--- src/rtl/spq_pkg.sv ---
// ----------------------------------------------------------------------------
// spq_pkg: shared definitions for the sorted priority queue
// Operation and error codes, fixed port field widths and the control bundle
// that the top level broadcasts to every cell of the row.
// ----------------------------------------------------------------------------
package spq_pkg;

   // Widths of the item fields on the ports; these do not follow the
   // internal value width.
   localparam int FIELD_WIDTH = 32;
   localparam int COUNT_FIELD_WIDTH = 5;
   localparam int ERROR_FIELD_WIDTH = 2;

   typedef enum logic {
      FUNC_PUSH = 1'b0,
      FUNC_POP  = 1'b1
   } spq_func_type;

   typedef enum logic [ERROR_FIELD_WIDTH-1:0] {
      ERR_NONE       = 2'd0,
      ERR_POP_EMPTY  = 2'd1,
      ERR_PUSH_FULL  = 2'd2
   } spq_error_type;

   typedef struct packed {
      logic push_en;
      logic pop_en;
   } spq_ctl_type;

endpackage

--- src/rtl/sorted_priority_queue_unit.sv ---
// ----------------------------------------------------------------------------
// sorted_priority_queue_unit: minimum priority queue with sorted insertion
// A row of CAPACITY cells keeps the values in ascending order. A push is
// broadcast to every cell, which compares it with its own value and shifts
// right where needed; a pop shifts the whole row left. The compare and shift
// across the cell row is combinational and its result is registered, so one
// item is accepted per clock cycle while rsp_ready is high or no result waits,
// and its result appears in the cycle after acceptance. No clearing pass is
// needed after reset, the fill count alone marks which cells hold values.
// ----------------------------------------------------------------------------
module sorted_priority_queue_unit #(
   parameter int CAPACITY    = 16,
   parameter int VALUE_WIDTH = 32
) (
   input  logic                                    clock,
   input  logic                                    reset,
   input  logic                                    req_valid,
   output logic                                    req_ready,
   input  logic                                    req_func,
   input  logic [spq_pkg::FIELD_WIDTH-1:0]         req_value,
   output logic                                    rsp_valid,
   input  logic                                    rsp_ready,
   output logic [spq_pkg::FIELD_WIDTH-1:0]         rsp_front_value,
   output logic                                    rsp_is_empty,
   output logic                                    rsp_is_full,
   output logic [spq_pkg::COUNT_FIELD_WIDTH-1:0]   rsp_fill_count,
   output logic [spq_pkg::ERROR_FIELD_WIDTH-1:0]  rsp_error_code
);

   localparam int COUNT_WIDTH = $clog2(CAPACITY + 1);
   localparam int FW = spq_pkg::FIELD_WIDTH;
   localparam int CFW = spq_pkg::COUNT_FIELD_WIDTH;

   logic                          req_accept;
   logic                          is_push;
   logic                          full;
   logic                          empty;
   spq_pkg::spq_ctl_type          ctl;
   logic [VALUE_WIDTH-1:0]        new_value;

   logic [COUNT_WIDTH-1:0]        count_ff;
   logic [COUNT_WIDTH-1:0]        count_in;

   logic [CAPACITY-1:0]           keep_chain;
   logic [CAPACITY-1:0]           occupied;
   logic [VALUE_WIDTH-1:0]        values [CAPACITY];
   logic [VALUE_WIDTH-1:0]        next_values [CAPACITY];
   logic [VALUE_WIDTH-1:0]        front_in;

   logic                          rsp_valid_ff;
   logic [FW-1:0]                 front_ff;
   logic [FW-1:0]                 front_field;
   logic                          empty_ff;
   logic                          full_ff;
   logic [CFW-1:0]                count_out_ff;
   logic [CFW-1:0]                count_field;
   spq_pkg::spq_error_type        error_ff;
   spq_pkg::spq_error_type        error_in;

   assign req_ready  = !rsp_valid_ff || rsp_ready;
   assign req_accept = req_valid && req_ready;
   assign is_push    = (req_func == spq_pkg::FUNC_PUSH);
   assign full       = (count_ff == COUNT_WIDTH'(CAPACITY));
   assign empty      = (count_ff == '0);

   // The 32-bit field is sign-extended or truncated to the stored width.
   generate
      if (VALUE_WIDTH > FW) begin : g_value_ext
         assign new_value = {{(VALUE_WIDTH - FW){req_value[FW-1]}}, req_value};
      end else begin : g_value_trunc
         assign new_value = req_value[VALUE_WIDTH-1:0];
      end
   endgenerate

   always_comb begin
      ctl.push_en = req_accept && is_push && !full;
      ctl.pop_en  = req_accept && !is_push && !empty;
      count_in    = count_ff;
      error_in    = spq_pkg::ERR_NONE;
      if (ctl.push_en) begin
         count_in = count_ff + COUNT_WIDTH'(1);
      end else if (ctl.pop_en) begin
         count_in = count_ff - COUNT_WIDTH'(1);
      end
      if (req_accept && is_push && full) begin
         error_in = spq_pkg::ERR_PUSH_FULL;
      end else if (req_accept && !is_push && empty) begin
         error_in = spq_pkg::ERR_POP_EMPTY;
      end
   end

   generate
      for (genvar i = 0; i < CAPACITY; i++) begin : g_cell
         logic                   left_keep;
         logic [VALUE_WIDTH-1:0] left_value;
         logic [VALUE_WIDTH-1:0] right_value;

         assign occupied[i] = (count_ff > COUNT_WIDTH'(i));

         if (i == 0) begin : g_head
            assign left_keep  = 1'b1;
            assign left_value = new_value;
         end else begin : g_body
            assign left_keep  = keep_chain[i-1];
            assign left_value = values[i-1];
         end

         if (i == CAPACITY - 1) begin : g_tail
            assign right_value = values[i];
         end else begin : g_inner
            assign right_value = values[i+1];
         end

         spq_cell #(
            .VALUE_WIDTH (VALUE_WIDTH)
         ) u_cell (
            .clock       (clock),
            .ctl         (ctl),
            .new_value   (new_value),
            .occupied    (occupied[i]),
            .left_keep   (left_keep),
            .left_value  (left_value),
            .right_value (right_value),
            .keep        (keep_chain[i]),
            .value       (values[i]),
            .value_next  (next_values[i])
         );
      end
   endgenerate

   assign front_in = (count_in == '0) ? '0 : next_values[0];

   // The front field carries the low bits of the stored value, zero-filled
   // when the stored width is narrower than the port.
   generate
      if (VALUE_WIDTH >= FW) begin : g_front_trunc
         assign front_field = front_in[FW-1:0];
      end else begin : g_front_ext
         assign front_field = {{(FW - VALUE_WIDTH){1'b0}}, front_in};
      end
      if (COUNT_WIDTH >= CFW) begin : g_count_trunc
         assign count_field = count_in[CFW-1:0];
      end else begin : g_count_ext
         assign count_field = {{(CFW - COUNT_WIDTH){1'b0}}, count_in};
      end
   endgenerate

   always_ff @(posedge clock) begin
      if (reset) begin
         count_ff     <= '0;
         rsp_valid_ff <= 1'b0;
      end else begin
         count_ff <= count_in;
         if (req_accept) begin
            rsp_valid_ff <= 1'b1;
         end else if (rsp_ready) begin
            rsp_valid_ff <= 1'b0;
         end
      end
   end

   always_ff @(posedge clock) begin
      if (req_accept) begin
         front_ff     <= front_field;
         empty_ff     <= (count_in == '0);
         full_ff      <= (count_in == COUNT_WIDTH'(CAPACITY));
         count_out_ff <= count_field;
         error_ff     <= error_in;
      end
   end

   assign rsp_valid       = rsp_valid_ff;
   assign rsp_front_value = front_ff;
   assign rsp_is_empty    = empty_ff;
   assign rsp_is_full     = full_ff;
   assign rsp_fill_count  = count_out_ff;
   assign rsp_error_code  = error_ff;

   a_count_bound : assert property (@(posedge clock) disable iff (reset)
      count_ff <= COUNT_WIDTH'(CAPACITY))
      else $error("fill count exceeds capacity");

   a_push_full_dropped : assert property (@(posedge clock) disable iff (reset)
      (req_accept && is_push && full) |=>
         (count_ff == $past(count_ff)) && (rsp_error_code == spq_pkg::ERR_PUSH_FULL))
      else $error("push on full queue was not dropped");

   a_pop_decrements : assert property (@(posedge clock) disable iff (reset)
      (req_accept && !is_push && !empty) |=>
         (count_ff == $past(count_ff) - COUNT_WIDTH'(1)))
      else $error("pop did not remove one item");

   a_empty_front_zero : assert property (@(posedge clock) disable iff (reset)
      (rsp_valid && rsp_is_empty) |-> (rsp_front_value == '0) && !rsp_is_full)
      else $error("empty result shows a front value");

endmodule

--- src/rtl/spq_cell.sv ---
// ----------------------------------------------------------------------------
// spq_cell: one slot of the sorted queue
// Holds one value, compares it against the broadcast push value and either
// keeps it, takes the new value, takes its left neighbor's value or takes its
// right neighbor's value.
// ----------------------------------------------------------------------------
module spq_cell #(
   parameter int VALUE_WIDTH = 32
) (
   input  logic                    clock,
   input  spq_pkg::spq_ctl_type    ctl,
   input  logic [VALUE_WIDTH-1:0]  new_value,
   input  logic                    occupied,
   input  logic                    left_keep,
   input  logic [VALUE_WIDTH-1:0]  left_value,
   input  logic [VALUE_WIDTH-1:0]  right_value,
   output logic                    keep,
   output logic [VALUE_WIDTH-1:0]  value,
   output logic [VALUE_WIDTH-1:0]  value_next
);

   logic [VALUE_WIDTH-1:0] value_ff;
   logic [VALUE_WIDTH-1:0] value_in;

   // A stored value that is less than or equal to the new one stays ahead of
   // it, which keeps equal values in arrival order.
   assign keep = occupied && ($signed(value_ff) <= $signed(new_value));

   always_comb begin
      value_in = value_ff;
      if (ctl.push_en) begin
         if (keep) begin
            value_in = value_ff;
         end else if (left_keep) begin
            value_in = new_value;
         end else begin
            value_in = left_value;
         end
      end else if (ctl.pop_en) begin
         value_in = right_value;
      end
   end

   always_ff @(posedge clock) begin
      value_ff <= value_in;
   end

   assign value      = value_ff;
   assign value_next = value_in;

endmodule
--- config.mk ---
export PLATFORM = sky130hd
export DESIGN_NAME = sorted_priority_queue_unit
export DESIGN_NICKNAME = d
export VERILOG_FILES = /design/src/rtl/spq_pkg.sv /design/src/rtl/sorted_priority_queue_unit.sv /design/src/rtl/spq_cell.sv
export SDC_FILE = /design/constraint.sdc
export NUM_CORES = 2
export LEC_CHECK = 0
export BUFFER_PORTS_ARGS = -buffer_cell sky130_fd_sc_hd__buf_2
export CAP_MARGIN = 20
export CORE_ASPECT_RATIO = 1.2
export CORE_MARGIN = 5
export CORE_UTILIZATION = 57
export CTS_BUF_LIST = sky130_fd_sc_hd__clkbuf_8
export DETAILED_ROUTE_END_ITERATION = 6
export PLACE_DENSITY = 0.78
export SLEW_MARGIN = 10
export SYNTH_ARGS = -nofsm -noshare
export SYNTH_HDL_FRONTEND = slang
export SYNTH_SLANG_ARGS = --single-unit
--- constraint.sdc ---
create_clock -name clock -period 6.92 [get_ports clock]
set_clock_uncertainty 0.1 [all_clocks]
set_input_delay 1.384 -clock clock [delete_from_list [all_inputs] [get_ports clock]]
set_output_delay 1.384 -clock clock [all_outputs]
set_load 0.01 [all_outputs]
After elaboration in Yosys (flattened, before gate mapping)
Cells that the tools add are included.

word-level totals
  word-level logic and storage cells = 186
  flip-flop bits (word level) = 559
  output and inout bits = 43
  bits of input ports = 37

cells by class
  bitwise operators = 2
  multiplexer cells = 65
  $add $sub $neg = 2
  magnitude comparators = 32
  reduce and logical (&&, ||, !) cells = 46
  equality and inequality tests = 16

operator list
  kind                 number
  $mux 32              60
  $le 32x32->1         16
  $gt 5x4->1 const B   8
  $reduce_and 2->1     15
  $ne 2x2->1 const B   14
  $logic_and 1x1->1    23
  $gt 5x3->1 const B   4
  $eq 5x5->1 const B   2
  $gt 5x1->1 const B   2
  $gt 5x2->1 const B   2
  $logic_not 5->1      2
  $mux 5               2
  $add 5x1->5 const B  1
  $sub 5x1->5 const B  1
  $reduce_bool 2->1    2
  $logic_not 1->1      3
  $mux 1               3
  $not 1->1            2
  $logic_or 1x1->1     1

Logic depth before layout (Yosys ltp)
  depth after elaboration = 8
  gate-level depth with buffers = 15
  mapped depth without buffers = 10

By module
From an unflattened synthesis, not the netlist that was laid out.

unflattened totals
  cells, all modules = 5531
  area total of the unflattened synthesis = 47531.8 um2

modules (own cells, without submodules)
  module                            times used  area each (um2)  seq. area each (um2)  cells each
  spq_cell at g_cell[0].u_cell ...  14          2839.0           640.6                 334
  spq_cell at g_cell[13].u_cell     1           2735.1           640.6                 336
  spq_cell at g_cell[9].u_cell      1           2685.1           640.6                 297
  sorted_priority_queue_unit        1           2366.0           1351.3                222

Worst setup path after synthesis
No wires, ideal clock.

  path kind = input to register
  from = input port req_value[31] (netlist bit)
  to = register g_cell[1].u_cell.value_ff[0], enable pin
  library setup time = 0.466 ns
  slack = 0.475 ns
  data required time = 6.354 ns
  path buffers = 2
  arrival = 5.880 ns
  cell stages on the path = 11
  path through = clkbuf_1 > clkbuf_1 > inv_1 > ha_1 > nand4_1 > nor3_1 > a221oi_1 > o211ai_1 > a32oi_1 > nand2_1 > o21ai_0

between the ends
  cells in the longest elaborated chain, start to end = 4

ends and longest elaborated chain
  what                               line                              RTL
  start: declaration                 sorted_priority_queue_unit.sv:20  input logic [spq_pkg::FIELD_WIDTH-1:0] req_value,
  $le 32x32->1                       spq_cell.sv:27                    assign keep = occupied && ($signed(value_ff) <= $signed(new_value));
  $logic_and 1x1->1                  spq_cell.sv:27
  $ne 2x2->1 (no source line)        --
  $reduce_and 2->1 (no source line)  --
  end signal: assignment             spq_cell.sv:45                    value_ff <= value_in;
  end: declaration                   spq_cell.sv:22                    logic [VALUE_WIDTH-1:0] value_ff;

No other way between the ends.
A chain may end at the register's enable or synchronous reset.

Final worst setup path
  from = input port req_value[14] (netlist bit)
  to = register g_cell[12].u_cell.value_ff[5], enable pin

between the ends
  cells in the longest elaborated chain, start to end = 4

ends and longest elaborated chain
  what                               line
  $le 32x32->1                       spq_cell.sv:27
  $logic_and 1x1->1                  spq_cell.sv:27
  $ne 2x2->1 (no source line)        --
  $reduce_and 2->1 (no source line)  --
  end signal: assignment             spq_cell.sv:45
  end: declaration                   spq_cell.sv:22

No other way between the ends.

==> impl_metrics.py <==
metrics = {
    "die": {
        "core_mm2": 0.0655,
        "die_w_um": 244,
        "dieHeight_um": 291,
        "pin_count": 80,
        "die_area_mm2": 0.0710,
        "initial_core_util_pct": 57.3,
        "rows": 103,
    },
    "critical_path": {
        "crit_path_start": "req_value[14]",
        "worstPathCellList": "buf_2, inv_1, ha_1, nand4_1, nor2_1, o2bb2ai_1, or4_1, a2111oi_0, nor2_2, and2_1, buf_4, nand2b_2",
        "r2r_start": "count_ff[0]$_SDFF_PP0_",
        "cpPeakStageDelay_ns": 0.76,
        "crit_buf_inv": 3,
        "cp.depth": 12,
        "critPathArrivalTime_ns": 5.33,
        "slowest_stage": "nand2b_2",
        "path_delay_family": "simple AND/OR/NAND/NOR gates",
        "crit_required_ns": 7.03,
        "worst_r2r_path_depth": 12,
        "endpoint_kind": "flip-flop",
        "critPathKind": "in2reg",
        "worstPathMaxFanout": 32,
        "start_kind": "primary input",
    },
    "finish": {
        "synthToLayoutAreaGrowth_pct": 8.72,
        "nFillCells": 5239,
        "drive_above_1_share_pct": 10.1,
        "utilization_pct": 62.3,
        "nNetsFinal": 4123,
        "final_cell_mix": "edfxtp_1, ha_1, nor2_1",
        "final_common_cell": "edfxtp_1",
        "fin_cells": 4490,
    },
    "clocking": {
        "post_cts_buffers": 0,
        "holdBufCountCts": 0,
        "cts_tree": "built",
        "clock-sinks": 559,
        "cts-buffers-inserted": 97,
        "cts_buffer_depth": 3,
        "root_buffer": "clkbuf_8",
        "htreeDepth": 3,
        "cts.clk_slew.worst_paths_ns": 0.06,
        "insertion_delay_ns": 0.73,
        "cts-resized-gates": 0,
    },
    "power_and_ir_drop": {
        "max-vdd-ir-drop_uv": 220,
        "p_leak_nw": 16.5,
        "p_total_mw": 10.7,
        "power.density_mw_per_mm2": 262,
    },
    "global_routing": {
        "grt-ovfl-total": 0,
        "grt_pass1_wl_um": 192000,
        "grt_start_max_net_pins": 191,
        "grt_antenna_before_repair": 2,
        "grt_pass1_vias": 31500,
        "grt_use_total_pct": 34.7,
    },
    "route": {
        "drc": 0,
        "wl_per_cell_um": 28.7,
        "firstDrtPassIters": 6,
        "viasPerCell": 7.23,
        "drtAntennaViolNets": 0,
        "postRouteWirelength_um": 129000,
        "vias": 32500,
        "drt_iter0_drc": 4904,
    },
    "place": {
        "dp.cells": 4310,
        "gp_congestion": 0.998,
        "hpwlAfterDp_um": 93300,
        "port_buffers": 79,
        "pre_cts_ws_ns": 1.09,
    },
    "yosys": {
        "synth_edf_count": 521,
        "postSynthAreaPerCell_um2": 10.7,
        "synthesis.area_mm2": 0.0375,
        "synth_nets": 4074,
        "synth_area_leaders": "edfxtp_1, ha_1, a221o_1, nor2_1, a21oi_1",
        "synthFlopType": "edfxtp_1",
        "synth_top_area_share_pct": 41.7,
        "synthCells": 3520,
        "yosysSeqAreaShare_pct": 43.8,
        "yosysWarnings": 0,
        "synthArstFlopShare_pct": 0,
        "yosysUniqueCellTypes": 70,
        "synth_seq_cells": 559,
        "yosys.area.top_type": "edfxtp_1",
    },
    "hold_path": {
        "holdPathStages": 2,
        "worstHoldStart": "rsp_valid$_SDFFE_PP0P_",
        "hp-class": "reg2reg",
    },
    "timing": {
        "setup_viol": 0,
        "max_slew_margin_pct": 24.1,
        "setup_ws_ns": 1.69,
        "finalMaxSlewViolations": 0,
        "rsz0062_at_grt": "no",
        "post-route-period-util_pct": 75.5,
        "final_hold_viol_count": 0,
        "finalSetupTns_ns": 0,
        "fmax_ghz": 0.191,
        "worst_pin_slew_ns": 1.12,
        "min_period_ns": 5.23,
    },
    "outcome": {
        "status": "finished clean",
    },
    "run": {
        "drv_cap": 0,
    },
}
[path summary, 6_finish.rpt]
path,to,slack [ns]
worst max-delay path,g_cell[12].u_cell.value[5]$_DFFE_PP_,1.69
worst min-delay path,rsp_valid$_SDFFE_PP0P_,0.42
worst max register to register,rsp_front_value[29]$_SDFFCE_PP0P_,2.38
worst min register to register,rsp_valid$_SDFFE_PP0P_,0.42
[worst min-delay path: cells and delay by family (launching register included)]
family,cells,cell delay [ns]
simple gates,1,0.09
flops,1,0.31
compound gates,1,0.07
[registers in the layout (all words and copies together), names as in the netlist]
signal	cells
g_cell.u_cell.value	512
rsp_valid	1
rsp_front_value	32
rsp_fill_count	5
rsp_is_empty	1
count_ff	5
rsp_error_code	2
rsp_is_full	1
[cell type report]
type	instances	area, um2	area share (%)
well taps	840	1050	2.58
multi-input cells	2632	20000	49.0
inverters	109	409	1.00
repair buffers	170	1120	2.74
diodes	1	2.50	0.00614
flip-flops and latches	559	16400	40.2
clock inverters	76	393	0.964
clock buffers	103	1420	3.48
[power breakdown]
group / switching, mW / leakage [nW] / internal [mW]
clock network: 1.51 / 1.04 / 1.46
registers: 0.547 / 5.27 / 4.36
logic: 1.70 / 10.2 / 1.11
total: 3.76 / 16.5 / 6.93
[kinds of logic (layout without fill, tap and decap cells)]
| family | after synthesis | in the layout | synth area share, % |
|---|---|---|---|
| other cells | 0 | 1 | 0 |
| fa+ha+maj | 517 | 517 | 17.3 |
| compound gates | 1008 | 1008 | 20.5 |
| xor+xnor | 4 | 4 | 0.0934 |
| flops | 559 | 559 | 43.8 |
| simple gates | 996 | 996 | 12.1 |
| buf+inv | 329 | 458 | 3.37 |
| mux | 107 | 107 | 2.96 |
[through the flow]
stage | cell area, um2 | hold slack, ns
global placement | 39000 | 0.402
detailed placement | 39000 | 0.410
floorplan | 37500 | 0.410
CTS | 40800 | 0.418
finish | 40800 | 0.415
global route | 40800 | 0.456
[cells in the mapped netlist (57+ instances only)]
master    number
ha_1         517
nand2_1      201
inv_1        109
nand3_1       81
clkbuf_1     182
nand4_1      110
nor3_1        57
a221o_1      402
o21ai_0      106
a21oi_1      284
edfxtp_1     521
mux2i_1       75
nor2_1       435
[routing by layer]
layer	vias to the layer above	GRT usage [%]	routed length, um
met1	15300	43.7	46000
met5	-	0	0
met4	0	24.0	10900
li1	14100	-	-
met3	590	6.13	14000
met2	2430	54.4	57900
Note: power is estimated with default switching activity, not from simulation.
